### src/design/fccm_pkg.sv
// Package for the FAT cluster chain manager: payload structs, codes and the
// command and status groups between controller and datapath.
// Depends on nothing; every other file of the block uses it.
package fccm_pkg;

   // Table geometry and register reset values.
   localparam int unsigned MAX_CLUSTERS_DEFAULT = 4096;
   localparam logic [12:0] CLUSTER_COUNT_RESET  = 13'd4096;
   localparam logic [23:0] DATA_START_RESET     = 24'd0;
   localparam logic [12:0] NEXT_FIT_RESET       = 13'd2;
   localparam logic [12:0] EOC_MARK             = 13'h1FFF;

   // Request codes.
   localparam logic [1:0] REQ_ALLOC = 2'd0;
   localparam logic [1:0] REQ_FREE  = 2'd1;
   localparam logic [1:0] REQ_GET   = 2'd2;
   localparam logic [1:0] REQ_PUT   = 2'd3;

   // Status codes.
   localparam logic [1:0] STATUS_OK      = 2'd0;
   localparam logic [1:0] STATUS_FULL    = 2'd1;
   localparam logic [1:0] STATUS_INVALID = 2'd2;

   // Configuration register indexes.
   localparam logic CSR_CLUSTER_COUNT = 1'b0;
   localparam logic CSR_DATA_START    = 1'b1;

   typedef struct packed {
      logic [1:0]  req_type;
      logic [12:0] cluster;
      logic [12:0] prev_cluster;
      logic [12:0] write_value;
   } fccm_req_type;

   typedef struct packed {
      logic [12:0] result_cluster;
      logic [23:0] sector_number;
      logic [1:0]  status;
   } fccm_rsp_type;

   typedef enum logic [2:0] {
      S_CLEAR,
      S_IDLE,
      S_SCAN,
      S_LINK,
      S_MARK,
      S_WALK_RD,
      S_WALK_CLR,
      S_GET_WAIT
   } fccm_state_type;

   typedef enum logic [2:0] {
      MEM_NONE,
      MEM_CLEAR,
      MEM_PUT,
      MEM_FREE_PREV,
      MEM_LINK,
      MEM_MARK,
      MEM_WALK_CLR
   } fccm_mem_op_type;

   typedef enum logic [1:0] {
      RD_NONE,
      RD_REQ,
      RD_SCAN,
      RD_WALK
   } fccm_rd_op_type;

   typedef enum logic [2:0] {
      RSP_NONE,
      RSP_INVALID,
      RSP_PUT,
      RSP_GET,
      RSP_ALLOC,
      RSP_FULL,
      RSP_FREE
   } fccm_rsp_kind_type;

   // Commands from the controller to the datapath.
   typedef struct packed {
      logic              accept;
      fccm_mem_op_type   mem_op;
      fccm_rd_op_type    rd_op;
      logic              scan_init;
      logic              scan_step;
      logic              free_init;
      logic              walk_step;
      fccm_rsp_kind_type rsp_kind;
   } fccm_cmd_type;

   // Status from the datapath to the controller.
   typedef struct packed {
      logic clr_last;
      logic req_invalid;
      logic scan_found;
      logic scan_exhausted;
      logic walk_stop;
   } fccm_stat_type;

endpackage

### src/design/fccm_ctrl.sv
// Controller of the FAT cluster chain manager: sequences the clearing pass,
// the allocate search, the chain walk and single entry accesses.
// Depends on fccm_pkg.
module fccm_ctrl (
   input  logic                   clock,
   input  logic                   reset,
   input  logic                   start,
   input  logic [1:0]             req_kind,
   input  fccm_pkg::fccm_stat_type stat,
   output logic                   busy,
   output fccm_pkg::fccm_cmd_type cmd
);

   fccm_pkg::fccm_state_type state_ff, state_in;

   // State register; reset starts the table clearing pass.
   always_ff @(posedge clock) begin
      if (reset) begin
         state_ff <= fccm_pkg::S_CLEAR;
      end else begin
         state_ff <= state_in;
      end
   end

   assign busy = (state_ff != fccm_pkg::S_IDLE);

   // Next state and commands.
   always_comb begin
      state_in      = state_ff;
      cmd           = '0;
      cmd.mem_op    = fccm_pkg::MEM_NONE;
      cmd.rd_op     = fccm_pkg::RD_NONE;
      cmd.rsp_kind  = fccm_pkg::RSP_NONE;
      case (state_ff)
         fccm_pkg::S_CLEAR: begin
            cmd.mem_op = fccm_pkg::MEM_CLEAR;
            if (stat.clr_last) begin
               state_in = fccm_pkg::S_IDLE;
            end
         end
         fccm_pkg::S_IDLE: begin
            if (start) begin
               cmd.accept = 1'b1;
               if (stat.req_invalid) begin
                  cmd.rsp_kind = fccm_pkg::RSP_INVALID;
               end else begin
                  case (req_kind)
                     fccm_pkg::REQ_ALLOC: begin
                        cmd.scan_init = 1'b1;
                        state_in      = fccm_pkg::S_SCAN;
                     end
                     fccm_pkg::REQ_FREE: begin
                        cmd.free_init = 1'b1;
                        cmd.mem_op    = fccm_pkg::MEM_FREE_PREV;
                        state_in      = fccm_pkg::S_WALK_RD;
                     end
                     fccm_pkg::REQ_GET: begin
                        cmd.rd_op = fccm_pkg::RD_REQ;
                        state_in  = fccm_pkg::S_GET_WAIT;
                     end
                     default: begin
                        cmd.mem_op   = fccm_pkg::MEM_PUT;
                        cmd.rsp_kind = fccm_pkg::RSP_PUT;
                     end
                  endcase
               end
            end
         end
         fccm_pkg::S_SCAN: begin
            cmd.scan_step = 1'b1;
            cmd.rd_op     = fccm_pkg::RD_SCAN;
            if (stat.scan_found) begin
               state_in = fccm_pkg::S_LINK;
            end else if (stat.scan_exhausted) begin
               cmd.rsp_kind = fccm_pkg::RSP_FULL;
               state_in     = fccm_pkg::S_IDLE;
            end
         end
         fccm_pkg::S_LINK: begin
            cmd.mem_op = fccm_pkg::MEM_LINK;
            state_in   = fccm_pkg::S_MARK;
         end
         fccm_pkg::S_MARK: begin
            cmd.mem_op   = fccm_pkg::MEM_MARK;
            cmd.rsp_kind = fccm_pkg::RSP_ALLOC;
            state_in     = fccm_pkg::S_IDLE;
         end
         fccm_pkg::S_WALK_RD: begin
            cmd.rd_op = fccm_pkg::RD_WALK;
            state_in  = fccm_pkg::S_WALK_CLR;
         end
         fccm_pkg::S_WALK_CLR: begin
            cmd.mem_op    = fccm_pkg::MEM_WALK_CLR;
            cmd.walk_step = 1'b1;
            if (stat.walk_stop) begin
               cmd.rsp_kind = fccm_pkg::RSP_FREE;
               state_in     = fccm_pkg::S_IDLE;
            end else begin
               state_in = fccm_pkg::S_WALK_RD;
            end
         end
         fccm_pkg::S_GET_WAIT: begin
            cmd.rsp_kind = fccm_pkg::RSP_GET;
            state_in     = fccm_pkg::S_IDLE;
         end
         default: begin
            state_in = fccm_pkg::S_IDLE;
         end
      endcase
   end

endmodule

### config.mk
export PLATFORM = sky130hd
export DESIGN_NAME = fccm_ctrl
export DESIGN_NICKNAME = d
export VERILOG_FILES = /design/src/design/fccm_pkg.sv /design/src/design/fccm_ctrl.sv
export SDC_FILE = /design/constraint.sdc
export NUM_CORES = 1
export LEC_CHECK = 0
export BUFFER_PORTS_ARGS = -buffer_cell sky130_fd_sc_hd__buf_2
export CAP_MARGIN = 20
export CELL_PAD_IN_SITES_DETAIL_PLACEMENT = 2
export CELL_PAD_IN_SITES_GLOBAL_PLACEMENT = 2
export CORE_MARGIN = 2
export CORE_UTILIZATION = 23
export DETAILED_ROUTE_END_ITERATION = 7
export PLACE_DENSITY_LB_ADDON = 0.08
export RECOVER_POWER = 50
export REMOVE_ABC_BUFFERS = 1
export SYNTH_ARGS = -nofsm -noshare
export SYNTH_HDL_FRONTEND = slang
export SYNTH_SLANG_ARGS = --single-unit
### constraint.sdc
create_clock -name clock -period 2.7 [get_ports clock]
set_input_delay 0 -clock clock [delete_from_list [all_inputs] [get_ports clock]]
set_output_delay 0 -clock clock [all_outputs]
set_load 0.005 [all_outputs]
==> flow_summary.html, run 1 <==
<table>
<tr><th>Metric</th><th>Value</th></tr>
<tr><th colspan="2">Status</th></tr>
<tr><td>Result of the run</td><td>complete, no violations</td></tr>
<tr><th colspan="2">Logic synthesis</th></tr>
<tr><td>Cell types with the highest counts after synthesis</td><td>7 x sky130_fd_sc_hd__nor2_1, 6 x sky130_fd_sc_hd__inv_1, 6 x sky130_fd_sc_hd__nand2_1, 6 x sky130_fd_sc_hd__o21ai_0, 5 x sky130_fd_sc_hd__ha_1</td></tr>
<tr><td>Share of the synthesized area in the top cell type</td><td>0.1370</td></tr>
<tr><td>Count of unique library cells instantiated by Yosys</td><td>27</td></tr>
<tr><td>Number of warning messages in the yosys log</td><td>0</td></tr>
<tr><td>Flip-flop cell with the highest count after synthesis</td><td>sky130_fd_sc_hd__dfxtp_1</td></tr>
<tr><td>Post-synth design cell area</td><td>456.7 sq um</td></tr>
<tr><td>Synth Instances</td><td>between 60 and 70</td></tr>
<tr><td>Main area contributors after synthesis</td><td>sky130_fd_sc_hd__ha_1 14%, sky130_fd_sc_hd__dfxtp_1 13%, sky130_fd_sc_hd__o21ai_0 6.6%, sky130_fd_sc_hd__nor2_1 5.8%, sky130_fd_sc_hd__inv_1 4.9%</td></tr>
<tr><td>Post-synthesis register bit count</td><td>3</td></tr>
<tr><td>Most common cell in the netlist</td><td>sky130_fd_sc_hd__nor2_1</td></tr>
<tr><td>Share of synthesized registers carrying an async set or reset</td><td>0</td></tr>
<tr><td>Cell accounting for the most synthesized area</td><td>sky130_fd_sc_hd__ha_1</td></tr>
<tr><td>EDFF count, synth</td><td>0</td></tr>
<tr><td>Per-instance average area after synthesis</td><td>roughly 7 sq um</td></tr>
<tr><td>Share of the yosys chip area belonging to registers</td><td>0.1315</td></tr>
<tr><th colspan="2">Setup path</th></tr>
<tr><td>Signal arrival time at the worst endpoint</td><td>1960 ps</td></tr>
<tr><td>Startpoint class of the critical path</td><td>flip-flop</td></tr>
<tr><td>Category of the critical setup timing path</td><td>flip-flop to output pin</td></tr>
<tr><td>Endpoint class of the critical path</td><td>output pin</td></tr>
<tr><td>Crit path required time</td><td>~2700 ps</td></tr>
<tr><td>Highest net fanout along the worst path</td><td>14</td></tr>
<tr><th colspan="2">Global route</th></tr>
<tr><td>Grt met2 use</td><td>0.2477</td></tr>
<tr><td>GR Util met3</td><td>0.01543</td></tr>
<tr><td>Remaining global-route overflow</td><td>0</td></tr>
<tr><td>Met1 routing resource usage after global routing</td><td>0.1620</td></tr>
<tr><td>Largest net degree at the start of global routing</td><td>15</td></tr>
<tr><td>Global routing usage summed across all routing layers</td><td>0.1365</td></tr>
<tr><td>Global-route wire length before repair</td><td>2553 um</td></tr>
<tr><td>Initial antenna violation count</td><td>0</td></tr>
<tr><td>Gr busiest metal</td><td>met2</td></tr>
<tr><td>Number of global-route vias before repair</td><td>566</td></tr>
<tr><th colspan="2">Pwr</th></tr>
<tr><td>Total power consumption of the routed design</td><td>0.4663 mW</td></tr>
<tr><td>Worst ir drop on vdd</td><td>0.3782 mV</td></tr>
<tr><td>Lkg Pwr</td><td>0.2777 nW</td></tr>
<tr><td>Total power per unit cell area</td><td>roughly 760 nW/um^2</td></tr>
<tr><th colspan="2">Routing</th></tr>
<tr><td>Routed Antenna Nets</td><td>0</td></tr>
<tr><td>Routed via count</td><td>541</td></tr>
<tr><td>Mean number of vias per cell</td><td>4.624</td></tr>
<tr><td>DR DRC count</td><td>0</td></tr>
<tr><td>Routed len/inst</td><td>13.03 um</td></tr>
<tr><td>Routed Wire Length</td><td>roughly 1500 um</td></tr>
<tr><td>Number of design-rule violations left by the first detailed-router iteration</td><td>5</td></tr>
<tr><td>Detailed-router iteration count before antenna repair</td><td>4</td></tr>
<tr><th colspan="2">STA</th></tr>
<tr><td>Final count of pins violating max slew</td><td>0</td></tr>
<tr><td>Max frequency</td><td>0.5108 GHz</td></tr>
<tr><td>Setup tns final</td><td>0 ps</td></tr>
<tr><td>Unrepaired setup endpoints after global routing</td><td>false</td></tr>
<tr><td>Final cycle utilization of the critical path</td><td>0.7251</td></tr>
<tr><td>Min cycle time layout</td><td>1958 ps</td></tr>
<tr><td>Final worst hold slack</td><td>233.5 ps</td></tr>
<tr><td>Worst Tran Pin Value</td><td>477.9 ps</td></tr>
<tr><td>Worst clock skew</td><td>1.657 ps</td></tr>
<tr><td>Number of failing hold endpoints at the final stage</td><td>0</td></tr>
<tr><td>Number of setup violations in the final report</td><td>0</td></tr>
<tr><td>Headroom to the max-slew limit</td><td>0.6814</td></tr>
<tr><th colspan="2">Clock tree</th></tr>
<tr><td>CTS Buffer Depth</td><td>2</td></tr>
<tr><td>H-tree levels</td><td>1</td></tr>
<tr><td>Root Buffer</td><td>sky130_fd_sc_hd__clkbuf_4</td></tr>
<tr><td>TritonCTS clock tree</td><td>yes</td></tr>
<tr><td>Sink count of the clock tree</td><td>3</td></tr>
<tr><td>Clock transition time at the flip-flop clock pins of the worst setup and hold paths</td><td>40 ps</td></tr>
<tr><td>Clock insertion delay at the later pin of the skew report</td><td>230 ps</td></tr>
<tr><td>TritonCTS buffer count</td><td>3</td></tr>
<tr><th colspan="2">Place</th></tr>
<tr><td>GPL Wtd Cong</td><td>just under 0.7</td></tr>
<tr><td>Half-perimeter wire length after placement</td><td>1271 um</td></tr>
<tr><td>Port bufs</td><td>23</td></tr>
<tr><th colspan="2">Hold path</th></tr>
<tr><td>Type of the most critical hold path</td><td>input port to flip-flop</td></tr>
<tr><th colspan="2">Floorplan</th></tr>
<tr><td>Chip Width</td><td>48.56 um</td></tr>
<tr><td>Number of placed I/O pins</td><td>24</td></tr>
<tr><td>Die outline area</td><td>between 2000 and 2500 sq um</td></tr>
<tr><td>Row Count</td><td>16</td></tr>
<tr><td>Starting utilization of the core area</td><td>0.2376</td></tr>
<tr><td>Die outline height</td><td>48.56 um</td></tr>
<tr><td>Core box area</td><td>1922 sq um</td></tr>
<tr><th colspan="2">Finish</th></tr>
<tr><td>Fraction of layout instances using a drive strength above 1</td><td>0.2556</td></tr>
<tr><td>Final antenna diode count</td><td>0</td></tr>
<tr><td>Final Net Count</td><td>106</td></tr>
<tr><td>Flip-flop count of the largest register, all copies and words added</td><td>3</td></tr>
<tr><td>Largest registers in the final layout</td><td>state_ff (3)</td></tr>
<tr><td>Area Overhead vs Synth</td><td>34.52%</td></tr>
<tr><td>Largest reg by FF count</td><td>state_ff</td></tr>
<tr><td>Fillcell total</td><td>262</td></tr>
<tr><th colspan="2">Run</th></tr>
<tr><td>Number of max-capacitance violations reported</td><td>0</td></tr>
</table>
-- per-layer routing --
metal / vias to the layer above / wire length, um
met2: 13 / 736
met1: 248 / 730
li1: 280 / -
met4: 0 / 0
met3: 0 / 59
met5: - / 0
-- critical path, stage by stage, from the launching register on --
cell	delay (ps)
sky130_fd_sc_hd__dfxtp_1	570
sky130_fd_sc_hd__or3b_1	480
sky130_fd_sc_hd__nor3_2	290
sky130_fd_sc_hd__o21ai_0	180
sky130_fd_sc_hd__nand2b_1	100
sky130_fd_sc_hd__buf_2	110
-- layout by cell type, fill, tap and decap left out, types with 3 or more instances in the layout --
master                     instances
sky130_fd_sc_hd__nand2_1           6
sky130_fd_sc_hd__inv_1             6
sky130_fd_sc_hd__dfxtp_1           3
sky130_fd_sc_hd__nor2_1            7
sky130_fd_sc_hd__clkbuf_1          8
sky130_fd_sc_hd__buf_2            17
sky130_fd_sc_hd__o21ai_0           6
sky130_fd_sc_hd__clkbuf_4          3
sky130_fd_sc_hd__a21oi_1           3
sky130_fd_sc_hd__ha_1              5
sky130_fd_sc_hd__nand2b_1          3
-- what timing repair did --
item | CTS | global route
resized for setup | 0 | 0
setup buffers | 0 | 0
hold buffers | 1 | 0
hold endpoints to repair | 3 | 0
-- final cells by class --
class	count	area [sq um]	area share
multi-input combinational	52	350.3	0.5703
timing repair buffer	25	121.4	0.1976
sequential	3	60.06	0.09776
tap	27	33.78	0.05499
clock buffer	4	26.28	0.04277
inverter	6	22.52	0.03666
-- kinds of logic after synthesis --
kind of cell | share of synthesized area
adders and majority gates | 0.1370
DFF | 0.1315
AOI/OAI and AO/OA | 0.2329
muxes | 0.02192
and+or+nand+nor | 0.3754
buffers and inverters | 0.1014
-- metrics by stage --
step / cell area [sq um] / worst slack [ps] / util / cells
floorplan: 432.9 / 1005 / - / 61
global placement: 589.3 / 889.0 / 0.3066 / 112
detailed placement: 589.3 / 856.2 / 0.3066 / 112
CTS: 625.6 / 726.5 / 0.3255 / 117
global route: 614.3 / 615.1 / 0.3197 / 117
finish: 614.3 / 742.1 / 0.3197 / 117
-- power by group --
| group | internal (mW) | switching [mW] | leakage, nW | total, mW |
|---|---|---|---|---|
| combinational | 0.119 | 0.154 | 0.238 | 0.274 |
| clock | 0.0553 | 0.0224 | 0.0150 | 0.0777 |
| sequential | 0.0618 | 0.0530 | 0.0247 | 0.115 |
-- worst paths after layout --
| kind | start | endpoint | slack (ps) | depth (start not counted) |
|---|---|---|---|---|
| setup / recovery | state_ff[0] | cmd[10] | 740 | 5 |
| hold / removal | stat[2] | state_ff[1] | 230 | 3 |
| setup reg to reg | state_ff[0] | state_ff[1] | 850 | 4 |
| hold reg to reg | state_ff[2] | state_ff[2] | 670 | 2 |
Note: power is estimated with default switching activity, not from simulation.
==> run 2: changes to the inputs <==
Settings changed: CORE_UTILIZATION 23 to 19.
Clock period 2.7 ns to 1.6 ns, I/O delays scaled along.
==> run 2 against run 1 <==
First-iteration DRC count unchanged. Highest routed layer is now met4. Routed wire length increased by 11%. Sequential share of layout area decreased by 0.72 points. Cell area increased by 10%. Utilization decreased by 1.7 points. Combinational power increased by 140%. Global-route usage increased by 1.1 points. Die area increased by 19%. Final cell count increased by 5.1%. Critical path depth decreased by 1. Register-to-register slack got worse by 750 ps. Flip-flop and latch count unchanged.
==> flow_summary.html, run 2 (same netlist as run 1, synthesis figures left out) <==
<table>
<tr><th>Metric</th><th>Value</th></tr>
<tr><th colspan="2">Clock tree</th></tr>
<tr><td>CTS Buffer Depth</td><td>2 (unchanged)</td></tr>
<tr><td>Clock transition time at the flip-flop clock pins of the worst setup and hold paths</td><td>30 ps (about the same)</td></tr>
<tr><td>Root Buffer</td><td>sky130_fd_sc_hd__clkbuf_4</td></tr>
<tr><td>TritonCTS buffer count</td><td>3 (unchanged)</td></tr>
<tr><td>Clock insertion delay at the later pin of the skew report</td><td>240 ps (about the same)</td></tr>
<tr><td>TritonCTS clock tree</td><td>yes</td></tr>
<tr><td>Sink count of the clock tree</td><td>3 (unchanged)</td></tr>
<tr><td>H-tree levels</td><td>1 (unchanged)</td></tr>
<tr><td>Post-CTS Setup Repair Bufs</td><td>0 (unchanged)</td></tr>
<tr><th colspan="2">Global route</th></tr>
<tr><td>Global-route wire length before repair</td><td>2863 um (+12%)</td></tr>
<tr><td>Largest net degree at the start of global routing</td><td>14 (-1)</td></tr>
<tr><td>Remaining global-route overflow</td><td>0 (unchanged)</td></tr>
<tr><td>Global routing usage summed across all routing layers</td><td>0.1471 (+0.01061)</td></tr>
<tr><td>Number of global-route vias before repair</td><td>620 (+9.5%)</td></tr>
<tr><td>Initial antenna violation count</td><td>0 (unchanged)</td></tr>
<tr><th colspan="2">Place</th></tr>
<tr><td>Half-perimeter wire length after placement</td><td>1413 um (+11%)</td></tr>
<tr><td>Port bufs</td><td>23 (unchanged)</td></tr>
<tr><td>GPL Wtd Cong</td><td>0.7398 (+9.0%)</td></tr>
<tr><th colspan="2">Setup path</th></tr>
<tr><td>Crit path required time</td><td>1720 ps (-980 ps)</td></tr>
<tr><td>Slack of the worst reg-to-reg path</td><td>100 ps (-750 ps)</td></tr>
<tr><td>Worst R2R Path Depth</td><td>4 (unchanged)</td></tr>
<tr><td>Startpoint class of the critical path</td><td>flip-flop</td></tr>
<tr><td>Signal arrival time at the worst endpoint</td><td>1620 ps (-340 ps)</td></tr>
<tr><td>Category of the critical setup timing path</td><td>flip-flop to flip-flop</td></tr>
<tr><td>CP Launch Point</td><td>state_ff[1]</td></tr>
<tr><td>R2R Path Start</td><td>state_ff[1]</td></tr>
<tr><td>Highest net fanout along the worst path</td><td>5 (-9)</td></tr>
<tr><td>Endpoint class of the critical path</td><td>flip-flop</td></tr>
<tr><th colspan="2">Routing</th></tr>
<tr><td>Mean number of vias per cell</td><td>4.789 (+3.6%)</td></tr>
<tr><td>Detailed-router iteration count before antenna repair</td><td>2 (-2)</td></tr>
<tr><td>Routed via count</td><td>589 (+8.9%)</td></tr>
<tr><td>Routed Wire Length</td><td>1696 um (+11%)</td></tr>
<tr><td>Number of design-rule violations left by the first detailed-router iteration</td><td>5 (unchanged)</td></tr>
<tr><td>Routed len/inst</td><td>13.79 um (+5.8%)</td></tr>
<tr><td>DR DRC count</td><td>0 (unchanged)</td></tr>
<tr><td>Routed Antenna Nets</td><td>0 (unchanged)</td></tr>
<tr><th colspan="2">Finish</th></tr>
<tr><td>Final core utilization</td><td>0.3031 (-0.01658)</td></tr>
<tr><td>Fraction of layout instances using a drive strength above 1</td><td>0.3895 (+0.1339)</td></tr>
<tr><td>Multi-input logic area</td><td>366.6 sq um (+4.6%)</td></tr>
<tr><td>Most frequent standard cell in the layout excluding fill and tap cells</td><td>sky130_fd_sc_hd__buf_2</td></tr>
<tr><td>Area used by sequential logic in the layout</td><td>61.31 sq um (+2.1%)</td></tr>
<tr><td>Largest reg by FF count</td><td>state_ff</td></tr>
<tr><td>Area Overhead vs Synth</td><td>48.22%</td></tr>
<tr><td>Final antenna diode count</td><td>0 (unchanged)</td></tr>
<tr><td>Fillcell total</td><td>292 (+11%)</td></tr>
<tr><td>Final Net Count</td><td>111 (+4.7%)</td></tr>
<tr><td>Flip-flop count of the largest register, all copies and words added</td><td>3 (unchanged)</td></tr>
<tr><td>Most frequent cells in the layout</td><td>20 x sky130_fd_sc_hd__buf_2, 6 x sky130_fd_sc_hd__inv_1, 6 x sky130_fd_sc_hd__nand2_1, 6 x sky130_fd_sc_hd__nor2_1</td></tr>
<tr><td>Largest registers in the final layout</td><td>state_ff (3)</td></tr>
<tr><th colspan="2">Pwr</th></tr>
<tr><td>Fraction of power consumed by sequential logic</td><td>0.133 (-0.113)</td></tr>
<tr><td>Total power per unit cell area</td><td>1343 nW/um^2 (+77%)</td></tr>
<tr><td>Worst ir drop on vdd</td><td>0.3888 mV (+2.8%)</td></tr>
<tr><td>Sw power</td><td>0.4235 mW (+84%)</td></tr>
<tr><td>Relative contribution of the clock network to total power</td><td>0.150 (-0.017)</td></tr>
<tr><td>Lkg Pwr</td><td>0.3274 nW (+18%)</td></tr>
<tr><td>Power Internal</td><td>0.4856 mW (+110%)</td></tr>
<tr><td>Combinational share of power</td><td>0.717 (+0.130)</td></tr>
<tr><td>Sw Share</td><td>0.4658 (-0.02677)</td></tr>
<tr><th colspan="2">Floorplan</th></tr>
<tr><td>Die outline height</td><td>53.03 um (+9.2%)</td></tr>
<tr><td>Chip Width</td><td>53.03 um (+9.2%)</td></tr>
<tr><td>Starting utilization of the core area</td><td>0.2045 (-0.03315)</td></tr>
<tr><td>Die outline area</td><td>2812 sq um (+19%)</td></tr>
<tr><td>Number of placed I/O pins</td><td>24 (unchanged)</td></tr>
<tr><td>Row Count</td><td>17 (+1)</td></tr>
<tr><td>Core box area</td><td>2233 sq um (+16%)</td></tr>
<tr><th colspan="2">Status</th></tr>
<tr><td>Result of the run</td><td>complete, no violations</td></tr>
<tr><th colspan="2">STA</th></tr>
<tr><td>Headroom to the max-slew limit</td><td>0.8181 (+0.1367)</td></tr>
<tr><td>Final cycle utilization of the critical path</td><td>0.9396</td></tr>
<tr><td>Max frequency</td><td>0.6652 GHz</td></tr>
<tr><td>Min cycle time layout</td><td>1503 ps</td></tr>
<tr><td>Number of setup violations in the final report</td><td>0 (unchanged)</td></tr>
<tr><td>Final count of pins violating max slew</td><td>0 (unchanged)</td></tr>
<tr><td>Worst Tran Pin Value</td><td>269.0 ps (-208.9 ps)</td></tr>
<tr><td>Unrepaired setup endpoints after global routing</td><td>true</td></tr>
<tr><td>Worst clock skew</td><td>3.835 ps (+2.178 ps)</td></tr>
<tr><td>Setup tns final</td><td>0 ps (unchanged)</td></tr>
<tr><td>Number of failing hold endpoints at the final stage</td><td>0 (unchanged)</td></tr>
<tr><th colspan="2">Run</th></tr>
<tr><td>Number of max-capacitance violations reported</td><td>0 (unchanged)</td></tr>
<tr><th colspan="2">Hold path</th></tr>
<tr><td>Type of the most critical hold path</td><td>input port to flip-flop</td></tr>
<tr><td>Cell depth of the worst min-delay path</td><td>3 (unchanged)</td></tr>
<tr><td>Hold path startpoint</td><td>stat[2]</td></tr>
</table>
-- run 2: cell types whose count changed in the layout (fill, tap and decap cells not counted), sizes merged --
cell	change
clkbuf	-3
buf	+8
-- run 2: repair_timing --
item	in CTS	in global routing
pin swaps	1	4
setup endpoints to repair	6	8
resized for setup	3	4
hold buffers	1	0
endpoints found under the hold margin	3	0
cloned	0	0
-- run 2: through the flow --
step / total power [mW] / setup WS [ps] / area (sq um) / cells / hold slack [ps]
floorplan: 0.4651 / -94.67 / 432.9 / 61 / 67.86
global placement: 0.7766 / 145.6 / 635.6 / 119 / 202.6
detailed placement: 0.7805 / 148.8 / 635.6 / 119 / 206.5
CTS: 0.9310 / 21.72 / 673.1 / 123 / 201.8
global route: 1.013 / -3.113 / 676.9 / 123 / 224.1
finish: 0.9092 / 96.65 / 676.9 / 123 / 204.6
-- run 2: worst paths after layout --
path                                     to
worst max-delay path            state_ff[1]
worst min-delay path            state_ff[1]
worst max register to register  state_ff[1]
worst min register to register  state_ff[1]
-- run 2: power groups by stage --
stage	combinational, mW	clock (mW)	sequential, mW
2_1_floorplan	0.301	0	0.164
3_5_place_dp	0.661	0	0.120
6_report	0.652	0.137	0.121
3_3_place_gp	0.660	0	0.117
4_1_cts	0.668	0.144	0.119
5_1_grt	0.740	0.149	0.124
-- run 2: layout make-up --
| type | instances | area share |
|---|---|---|
| well taps | 28 | 0.05176 |
| flip-flops and latches | 3 | 0.09057 |
| multi-input cells | 52 | 0.5416 |
| clock buffers | 4 | 0.03882 |
| inverters | 6 | 0.03327 |
| repair buffers | 30 | 0.2440 |
-- run 2: critical path, stage by stage (launching register included) --
cell,delay (ps)
sky130_fd_sc_hd__dfxtp_1,300
sky130_fd_sc_hd__or3b_4,430
sky130_fd_sc_hd__or4_4,440
sky130_fd_sc_hd__a21oi_1,140
sky130_fd_sc_hd__a211oi_1,60
-- run 2: per-layer routing --
layer  GRT usage  up-vias  part of all wire
li1            -      289                 -
met4      0.1026        0             0.032
met3     0.02260        4             0.062
met5           0        -                 0
met1      0.1763      274              0.44
met2      0.2375       22              0.47
